## src/rtl/core/assert_macros.svh

```systemverilog
// ----------------------------------------------------------------------------
// Assertion macros
// Shared concurrent assertion forms, clocked on clk and quiet during rst.
// ----------------------------------------------------------------------------
`ifndef ASSERT_MACROS_SVH
`define ASSERT_MACROS_SVH

// same-cycle implication
`define OGR_ASSERT_IMPL(name, ante, cons, msg) \
  name: assert property (@(posedge clk) disable iff (rst) (ante) |-> (cons)) \
    else $error(msg);

// next-cycle implication
`define OGR_ASSERT_NEXT(name, ante, cons, msg) \
  name: assert property (@(posedge clk) disable iff (rst) (ante) |=> (cons)) \
    else $error(msg);

`endif

```

## src/rtl/core/ogr_pkg.sv

```systemverilog
// ----------------------------------------------------------------------------
// ogr_pkg
// Types, widths and codes shared by the glyph row renderer modules.
// ----------------------------------------------------------------------------
package ogr_pkg;

  localparam int ADDR_W      = 11;
  localparam int STORE_DEPTH = 2048;
  localparam int DIM_W       = 11;
  localparam int POS_W       = 12;
  localparam int CODE_W      = 8;
  localparam int FONT_BITS   = 8;
  localparam int PROD_W      = 24;
  localparam int ACC_W       = 25;
  localparam int AREA_W      = 2 * DIM_W;
  localparam int START_W     = 23;
  localparam int MASK_BITS   = 10;
  localparam int QUEUE_DEPTH = 4;
  localparam int QPTR_W      = $clog2(QUEUE_DEPTH);
  localparam int QCNT_W      = $clog2(QUEUE_DEPTH + 1);
  localparam int CFG_IDX_W   = 1;

  localparam logic [CFG_IDX_W-1:0] REG_SCREEN_WIDTH  = 1'b0;
  localparam logic [CFG_IDX_W-1:0] REG_SCREEN_HEIGHT = 1'b1;

  localparam logic OP_LOAD = 1'b0;
  localparam logic OP_DRAW = 1'b1;

  localparam logic [DIM_W-1:0] WIDTH_RESET  = 11'd640;
  localparam logic [DIM_W-1:0] HEIGHT_RESET = 11'd480;

  localparam int GLYPH_ROWS_DEF = 8;
  localparam int GLYPH_BITS_DEF = 8;
  localparam int CELL_PAD_DEF   = 2;

  // one classified word between front and back; base is signed
  typedef struct packed {
    logic                 draw;
    logic [ADDR_W-1:0]    font_address;
    logic [FONT_BITS-1:0] font_row_bits;
    logic [CODE_W-1:0]    char_code;
    logic [ACC_W-1:0]     base;
  } item_t;

  typedef struct packed {
    logic              empty;
    logic [QCNT_W-1:0] count;
  } q_status_t;

endpackage

```

## src/rtl/core/ogr_front.sv

```systemverilog
// ----------------------------------------------------------------------------
// ogr_front
// Accepts words, forms the draw base index and hands them to the queue.
// ----------------------------------------------------------------------------
module ogr_front (
  input  logic                            clk,
  input  logic                            rst,
  input  logic                            start,
  output logic                            busy,
  input  logic                            op,
  input  logic [ogr_pkg::ADDR_W-1:0]      font_address,
  input  logic [ogr_pkg::FONT_BITS-1:0]   font_row_bits,
  input  logic [ogr_pkg::CODE_W-1:0]      char_code,
  input  logic signed [ogr_pkg::POS_W-1:0] pos_x,
  input  logic signed [ogr_pkg::POS_W-1:0] pos_y,
  input  logic [ogr_pkg::DIM_W-1:0]       screen_width,
  input  ogr_pkg::q_status_t              q_status,
  output logic                            push,
  output ogr_pkg::item_t                  push_item
);

  logic                               accept;
  logic [ogr_pkg::QCNT_W:0]           pending;
  logic signed [ogr_pkg::PROD_W-1:0]  prod_next;
  logic signed [ogr_pkg::ACC_W-1:0]   base_c;

  logic                               stage_valid;
  logic                               stage_draw;
  logic [ogr_pkg::ADDR_W-1:0]         stage_addr;
  logic [ogr_pkg::FONT_BITS-1:0]      stage_bits;
  logic [ogr_pkg::CODE_W-1:0]         stage_code;
  logic signed [ogr_pkg::POS_W-1:0]   stage_px;
  logic signed [ogr_pkg::PROD_W-1:0]  stage_prod;

  assign pending = {1'b0, q_status.count} + {{ogr_pkg::QCNT_W{1'b0}}, stage_valid};
  assign busy    = pending >= (ogr_pkg::QCNT_W + 1)'(ogr_pkg::QUEUE_DEPTH);
  assign accept  = start && !busy;

  assign prod_next = pos_y * $signed({1'b0, screen_width});
  assign base_c    = ogr_pkg::ACC_W'(stage_prod) + ogr_pkg::ACC_W'(stage_px);

  always_ff @(posedge clk) begin
    if (rst) begin
      stage_valid <= 1'b0;
    end else begin
      stage_valid <= accept;
    end
  end

  always_ff @(posedge clk) begin
    if (accept) begin
      stage_draw <= (op == ogr_pkg::OP_DRAW);
      stage_addr <= font_address;
      stage_bits <= font_row_bits;
      stage_code <= char_code;
      stage_px   <= pos_x;
      stage_prod <= prod_next;
    end
  end

  assign push                    = stage_valid;
  assign push_item.draw          = stage_draw;
  assign push_item.font_address  = stage_addr;
  assign push_item.font_row_bits = stage_bits;
  assign push_item.char_code     = stage_code;
  assign push_item.base          = base_c;

endmodule

```

## config.mk

```make
export PLATFORM = sky130hd
export DESIGN_NAME = ogr_front
export DESIGN_NICKNAME = d
export VERILOG_FILES = /design/src/rtl/core/assert_macros.svh /design/src/rtl/core/ogr_pkg.sv /design/src/rtl/core/ogr_front.sv
export SDC_FILE = /design/constraint.sdc
export NUM_CORES = 1
export LEC_CHECK = 0
export ABC_AREA = 1
export BUFFER_PORTS_ARGS = -buffer_cell sky130_fd_sc_hd__buf_2
export CELL_PAD_IN_SITES_DETAIL_PLACEMENT = 0
export CELL_PAD_IN_SITES_GLOBAL_PLACEMENT = 1
export CORE_UTILIZATION = 45
export DETAILED_ROUTE_END_ITERATION = 8
export PLACE_DENSITY = 0.81
export SLEW_MARGIN = 15
export SYNTH_ARGS = -nofsm -noshare
export SYNTH_HDL_FRONTEND = slang
export SYNTH_SLANG_ARGS = --single-unit
export TNS_END_PERCENT = 100
```

## constraint.sdc

```tcl
create_clock -name clk -period 7.7 [get_ports clk]
set_input_delay 1.54 -clock clk [delete_from_list [all_inputs] [get_ports clk]]
set_output_delay 1.54 -clock clk [all_outputs]
set_load 0.03 [all_outputs]
```

---- Word level (Yosys, flattened, before mapping) ----
Cells that the tools add are included.
operators by class
  add/subtract/negate cells ............... 2
  multiply operators ...................... 1
  $lt $le $gt $ge ......................... 1
  reductions and logical operators ........ 2
operator list
  operator                                             number
  adder 24 x 12 -> 25 bit                              1
  multiplier 12 x 12 -> 24 bit                         1
  adder 3 x 1 -> 4 bit                                 1
  >= comparator 4 x 3 -> 1 bit, second input constant  1
  logical AND 1 bit                                    1
  zero test 1 bit                                      1
storage, ports and cells
  register bits after elaboration ......... 65
  input port bits ......................... 70

---- Longest topological paths before layout ----
Gate-level depths: netlist (run 1).
  word-level depth ........................ 4
  mapped depth ............................ 24
  gate-level depth less buffers ........... 23

---- Least setup slack after synthesis (run 1) ----
No wires, ideal clock.
  kind .................................... input to register
  start ................................... input port screen_width[6] (netlist bit)
  end ..................................... register stage_prod[22] (netlist bit), data pin
  setup time .............................. 253 ps
  arrival time ............................ 5,632 ps
  data required time ...................... 7,447 ps
  setup slack ............................. 1,815 ps
  stages on the path ...................... 19
  cell sequence ........................... clkbuf_1 nand2_1 fa_1 inv_1 fa_1 fa_1 fa_1 inv_1 fa_1 inv_1 ha_1 a21oi_1 inv_1 a21oi_1 nand2_1 nand2_1 nand3_1 nand2_1 nand2_1
between the ends
  longest elaborated chain between the ends .. 1
ends and longest elaborated chain
  item                           RTL line         RTL
  from (decl)                    ogr_front.sv:16  input logic [ogr_pkg::DIM_W-1:0] screen_width,
  multiplier 12 x 12 -> 24 bit   ogr_front.sv:39  assign prod_next = pos_y * $signed({1'b0, screen_width});
  named net prod_next (one bit)  ogr_front.sv:24  logic signed [ogr_pkg::PROD_W-1:0] prod_next;
  to (signal assigned)           ogr_front.sv:57  stage_prod <= prod_next;
  to (decl)                      ogr_front.sv:33  logic signed [ogr_pkg::PROD_W-1:0] stage_prod;
The timed path passes the listed nets, and every way through them passes these cells.
A chain may end at the register's enable or synchronous reset.

---- Worst setup path in the final report (run 1) ----
  start ................................... input port screen_width[3] (netlist bit)
  end ..................................... register stage_prod[21] (netlist bit), data pin
The elaborated chain is that of the path after synthesis.

==> impl_metrics.json, run 1 <==
{
  "outcome": "finished, final reports clean",
  "crit_family": "adder cells",
  "finalSetupViolCount": 0,
  "nets": 1605,
  "layout-drive-gt1-share_pct": 13.92,
  "relSlewSlack_pct": 46.63,
  "arrival_ps": 6020,
  "chipHeight_um": 147.2,
  "cts_tree": "built",
  "ys_top_cells_by_area": "fa_1, edfxtp_1, nand2_1",
  "drc": 0,
  "utilization_pct": 52.27,
  "ys_ff_latch": 65,
  "fp.dieArea_um2": 21660,
  "crit_top_cell": "fa_1",
  "cts_root_buf": "clkbuf_16",
  "cp-start-kind": "input pin",
  "clock.fmax_mhz": 168.2,
  "yosysUniqueCellTypes": 30,
  "drt_iter0_drc": 209,
  "fillCellCount": 2088,
  "setup_tns_ps": 0,
  "n_antenna_cell": 0,
  "slew_viol_final": 0,
  "path_buf_inv": 4,
  "grtUsageTotal_pct": 19.59,
  "first_pass_iters": 4,
  "clock_latency_ps": 330,
  "ys_warn_count": 0,
  "grt_pass1_wl_um": 34590,
  "max_cap_viol_count": 0,
  "hold_class": "flip-flop to flip-flop",
  "slowest_stage": "fa_1",
  "path_cells": "buf_2 -> nand2_1 -> fa_1 -> inv_1 -> fa_1 -> fa_1 -> fa_1 -> inv_1 -> fa_1 -> inv_1 -> ha_1 -> nand2_1 -> nor3_1 -> nand3_1 -> nand4_1 -> nand2_1",
  "dp.final_hpwl_um": 17510,
  "cts_setup_buffers": 0,
  "rows": 52,
  "port_buffers": 123,
  "synth_area_um2": 9484,
  "worst_slew_pin_slew_ps": 800.5,
  "period_minus_slack_ps": 5945,
  "grt_overflow": 0,
  "htree_levels": 3,
  "synth_top_area_cell": "fa_1",
  "grt_start_max_net_pins": 65,
  "wirelength_um": 20200,
  "viasPerCell": 4.661,
  "critical_path.max_fanout": 12,
  "layout_setup_ws_ps": 1755,
  "fp.dieW_um": 147.2,
  "yosysTopAreaCellShare_pct": 26.60,
  "finalCritPeriodShare_pct": 77.21,
  "leakage_nw": 6.081,
  "cp-end-kind": "flip-flop",
  "rsz0062_at_grt": "no",
  "core_um2": 20430,
  "stdcell_area_um2": 10680,
  "grt_pass1_vias": 7590,
  "numCtsBuffers": 9,
  "power.total_mw": 4.654,
  "num_io_pins": 125,
  "wire_per_inst_um": 12.58,
  "dp_slack_ps": 1393,
  "required_ps": 7780,
  "critical_path_class": "input pin to flip-flop",
  "cts_hold_buf": 0,
  "fin_worst_skew_ps": 5.602,
  "avgSynthCellArea_um2": 7.774,
  "clk_path_buf_depth": 2,
  "clock-sinks": 65,
  "clkTransAtPathRegs_ps": 60,
  "antenna_found_initial": 0,
  "peakVddDrop_uv": 214.3,
  "hold_viol": 0,
  "p_per_area_nw_per_um2": 435.9,
  "seq_area_frac_synth_pct": 20.47,
  "synthCells": 1220,
  "slowest_delay_ps": 630,
  "num_vias": 7485,
  "gp_congestion": 0.8485,
  "syn_to_final_growth_pct": 12.59,
  "ant_nets": 0,
  "syn-num-nets": 1494,
  "initial_core_util_pct": 46.42,
  "placed_cell_area_um2": 10360,
  "post_cts_resized": 0
}
==> layout by cell type, fill, tap and decap left out, drive strengths merged, types with 3 or more instances in the layout <==
master and n:
ha 78, o21ai 9, inv 336, nand2 372, a21oi 37, edfxtp 64, nor2 66, nand4 15
nor3 7, clkbuf 10, fa 126, xnor2 9, nand3 47, buf 124, clkinv 3, xor2 18
o21bai 5
==> power breakdown <==
| group | leakage [nW] | internal [mW] | switching, mW | total (mW) |
|---|---|---|---|---|
| Combinational | 5.32 | 1.30 | 2.32 | 3.62 |
| Clock | 0.155 | 0.284 | 0.149 | 0.433 |
| Sequential | 0.609 | 0.578 | 0.0196 | 0.597 |
==> per-layer routing <==
metal  vias up  track usage (%)  routed length (um)
met1      3490            25.18                9488
met4         0            5.670                 413
met3        29            1.553                 501
met5         -                0                   0
met2       130            35.12                9800
li1       3836                -                   -
==> worst reg2reg max path: stages, from the launching register on <==
cell     delay, ps
dfxtp_1        310
a31o_2         270
nor2_4          70
buf_4          620
==> area by class of cell <==
class / instances / area (um2) / share of cell area, %
multi-input cells: 796 / 6198 / 58.05
flip-flops and latches: 65 / 1942 / 18.19
inverters: 335 / 1257 / 11.78
repair buffers: 124 / 623.1 / 5.836
well taps: 270 / 337.8 / 3.164
clock buffers: 10 / 229.0 / 2.144
clock inverters: 6 / 90.09 / 0.8437
==> metrics by stage <==
stage | hold WS [ps] | instances
2_1_floorplan | 918.9 | 1220
3_3_place_gp | 602.9 | 1590
3_5_place_dp | 622.5 | 1590
4_1_cts | 630.6 | 1606
5_1_grt | 645.9 | 1606
6_report | 628.0 | 1606
==> cell usage after synthesis, drive strengths merged <==
master / instances
nand2: 372
inv: 335
fa: 126
ha: 78
nor2: 66
edfxtp: 64
nand3: 47
a21oi: 37
clkbuf: 23
xor2: 18
nand4: 15
o21ai: 9
xnor2: 9
nor3: 7
o21bai: 5
and2: 2
nand3b: 2
a21o: 1
a31o: 1
buf: 1
dfxtp: 1
or2: 1
==> sequential cells by signal, summed over array words and instances (netlist names) <==
| register | count |
|---|---|
| stage_draw | 1 |
| push | 1 |
| stage_code | 8 |
| stage_addr | 11 |
| stage_prod | 24 |
| stage_px | 12 |
| stage_bits | 8 |
==> worst paths after layout <==
path              startpoint                  endpoint  slack, ps  cells after the start
min reg2reg  push$_SDFF_PP0_           push$_SDFF_PP0_        630                      2
min          push$_SDFF_PP0_           push$_SDFF_PP0_        630                      2
max          screen_width[3]  stage_prod[21]$_DFFE_PP_       1760                     16
max reg2reg  push$_SDFF_PP0_   stage_bits[0]$_DFFE_PP_       6010                      3
==> kinds of logic after synthesis <==
logic type                 count (synthesis)  share of synthesized area (%)
adders and majority gates                204                          36.89
and+or+nand+nor                          512                          22.82
DFF                                       65                          20.47
AOI/OAI and AO/OA                         53                          3.074
xor gates and xnor gates                  27                          2.493
buffers and inverters                    359                          14.25
No activity file was read; power rests on OpenSTA's default activity.
==> run 2: changes to the inputs <==
CORE_UTILIZATION = 40   (was 45)
PLACE_DENSITY = 0.76   (was 0.81)
clock period = 5.13 ns   (was 7.7 ns; I/O delays follow)
==> run 2 against run 1 <==
Against the previous run: sequential power grew 51%; global-route usage shrank 0.76 points; via count grew 4.4%.
==> impl_metrics.json, run 2 (synthesis results as in run 1) <==
{
  "clk_path_buf_depth": 2,
  "finalSetupViolCount": 0,
  "slew_viol_final": 0,
  "layout_commonest_cell": "nand2_1",
  "viasPerCell": 4.495,
  "startpoint": "screen_width[3]",
  "drt_iter0_drc": 303,
  "critical_path.max_fanout": 6,
  "dp.final_hpwl_um": 19370,
  "num_io_pins": 125,
  "required_ps": 5220,
  "chipHeight_um": 156.0,
  "syn_to_final_growth_pct": 24.41,
  "arrival_ps": 5040,
  "clock-sinks": 65,
  "port_buffers": 123,
  "max_cap_viol_count": 0,
  "period_minus_slack_ps": 4953,
  "peakVddDrop_uv": 390.0,
  "hold_class": "flip-flop to flip-flop",
  "ant_nets": 0,
  "first_pass_iters": 4,
  "grtUsageTotal_pct": 18.83,
  "worst_slew_pin_slew_ps": 1072,
  "reg_top3": "stage_prod x24, stage_px x12, stage_addr x11",
  "antenna_found_initial": 0,
  "cts_tree": "built",
  "placed_cell_area_um2": 11200,
  "hold_viol": 0,
  "critical_path_class": "input pin to flip-flop",
  "fp.dieArea_um2": 24330,
  "fp.dieW_um": 156.0,
  "crit_path_end": "stage_prod[22]$_DFFE_PP_",
  "wire_per_inst_um": 12.48,
  "cts_hold_buf": 0,
  "utilization_pct": 51.49,
  "clock.fmax_mhz": 201.9,
  "setup_tns_ps": 0,
  "p_per_area_nw_per_um2": 739.2,
  "layout_setup_ws_ps": 176.9,
  "relSlewSlack_pct": 28.36,
  "initial_core_util_pct": 41.39,
  "drc": 0,
  "rsz0062_at_grt": "yes",
  "core_um2": 22920,
  "largest_reg_flops": 24,
  "reg2reg_from": "push$_SDFF_PP0_",
  "rrSetupSlack_ps": 2910,
  "final_cell_mix": "nand2_1, inv_1, fa_1",
  "cp-end-kind": "flip-flop",
  "n_antenna_cell": 0,
  "largest-register": "stage_prod",
  "numCtsBuffers": 9,
  "rows": 55,
  "layout-drive-gt1-share_pct": 23.58,
  "num_vias": 7813,
  "nets": 1694,
  "dp_slack_ps": -391.1,
  "leakage_nw": 6.552,
  "htree_levels": 3,
  "grt_overflow": 0,
  "grt_pass1_vias": 8125,
  "clock_latency_ps": 340,
  "gp_congestion": 0.8468,
  "grt_start_max_net_pins": 39,
  "cp-start-kind": "input pin",
  "outcome": "finished, final reports clean",
  "rr_endpoint": "stage_bits[3]$_DFFE_PP_",
  "grt_pass1_wl_um": 36650,
  "fin_worst_skew_ps": 8.162,
  "stdcell_area_um2": 11800,
  "cts_root_buf": "clkbuf_16",
  "finalCritPeriodShare_pct": 96.55,
  "wirelength_um": 21690,
  "rr_worst_depth": 3,
  "clkTransAtPathRegs_ps": 60
}
==> run 2: changes by cell type in the layout (fill, tap and decap cells not counted), moves of 6 or more <==
cell and delta:
buf_4 +90, nand2_1 -17, nand2_2 +16, ha_1 -15, ha_4 +14, buf_2 -13
a21oi_1 -6, clkbuf_4 +6
==> run 2: report_power, final <==
group / switching, mW / total, mW / internal, mW
Clock: 0.246 / 0.631 / 0.385
Sequential: 0.0320 / 0.900 / 0.868
Combinational: 4.10 / 7.19 / 3.09
==> run 2: worst min path at each step <==
stage | startpoint | to | slack (ps) | cells after the start
after floorplan | push$_SDFF_PP0_ | push$_SDFF_PP0_ | 920 | 2
after global placement | push$_SDFF_PP0_ | push$_SDFF_PP0_ | 610 | 2
after detailed placement | push$_SDFF_PP0_ | push$_SDFF_PP0_ | 620 | 2
after CTS | push$_SDFF_PP0_ | push$_SDFF_PP0_ | 630 | 2
after global routing | push$_SDFF_PP0_ | push$_SDFF_PP0_ | 660 | 2
final | push$_SDFF_PP0_ | push$_SDFF_PP0_ | 630 | 2
==> run 2: per-layer routing <==
metal	wire, um	vias up	global-route usage [%]	share of wire, %
met5	0	-	0	0
met4	304	0	4.995	1.4
met3	474	21	1.750	2.2
met2	11190	98	35.61	52
met1	9718	3678	22.62	45
li1	-	4016	-	-
==> run 2: final cells by class <==
type	count	area (um2)
timing repair buffer	213	1355
clock inverter	7	83.83
tap	313	391.6
multi-input combinational	796	6544
fill	2304	11120
inverter	335	1257
sequential	65	1942
clock buffer	9	225.2
==> run 2: what timing repair did <==
action,4_1_cts,5_1_grt
endpoints found under the setup margin,2,14
pin swaps,0,30
gates resized for setup,1,75
buffers inserted,0,1
==> run 2: critical path, stage by stage <==
cell and delay [ps]:
clkbuf_4 160, nand2_2 110, fa_2 480, fa_2 650, inv_1 70, fa_1 480, inv_1 60, fa_1 470
fa_1 490, inv_1 40, ha_1 310, buf_4 130, nand4_1 110, nor2_1 150, nand3_1 140, nand4_1 120
nand2_1 50
==> run 2: metrics by stage <==
step | power [mW] | std cells | hold WS, ps
final | 8.722 | 1738 | 626.6
after global routing | 9.673 | 1738 | 660.2
after CTS | 8.205 | 1737 | 626.3
after detailed placement | 7.535 | 1721 | 618.7
after global placement | 7.460 | 1721 | 613.2
after floorplan | 5.502 | 1220 | 918.9
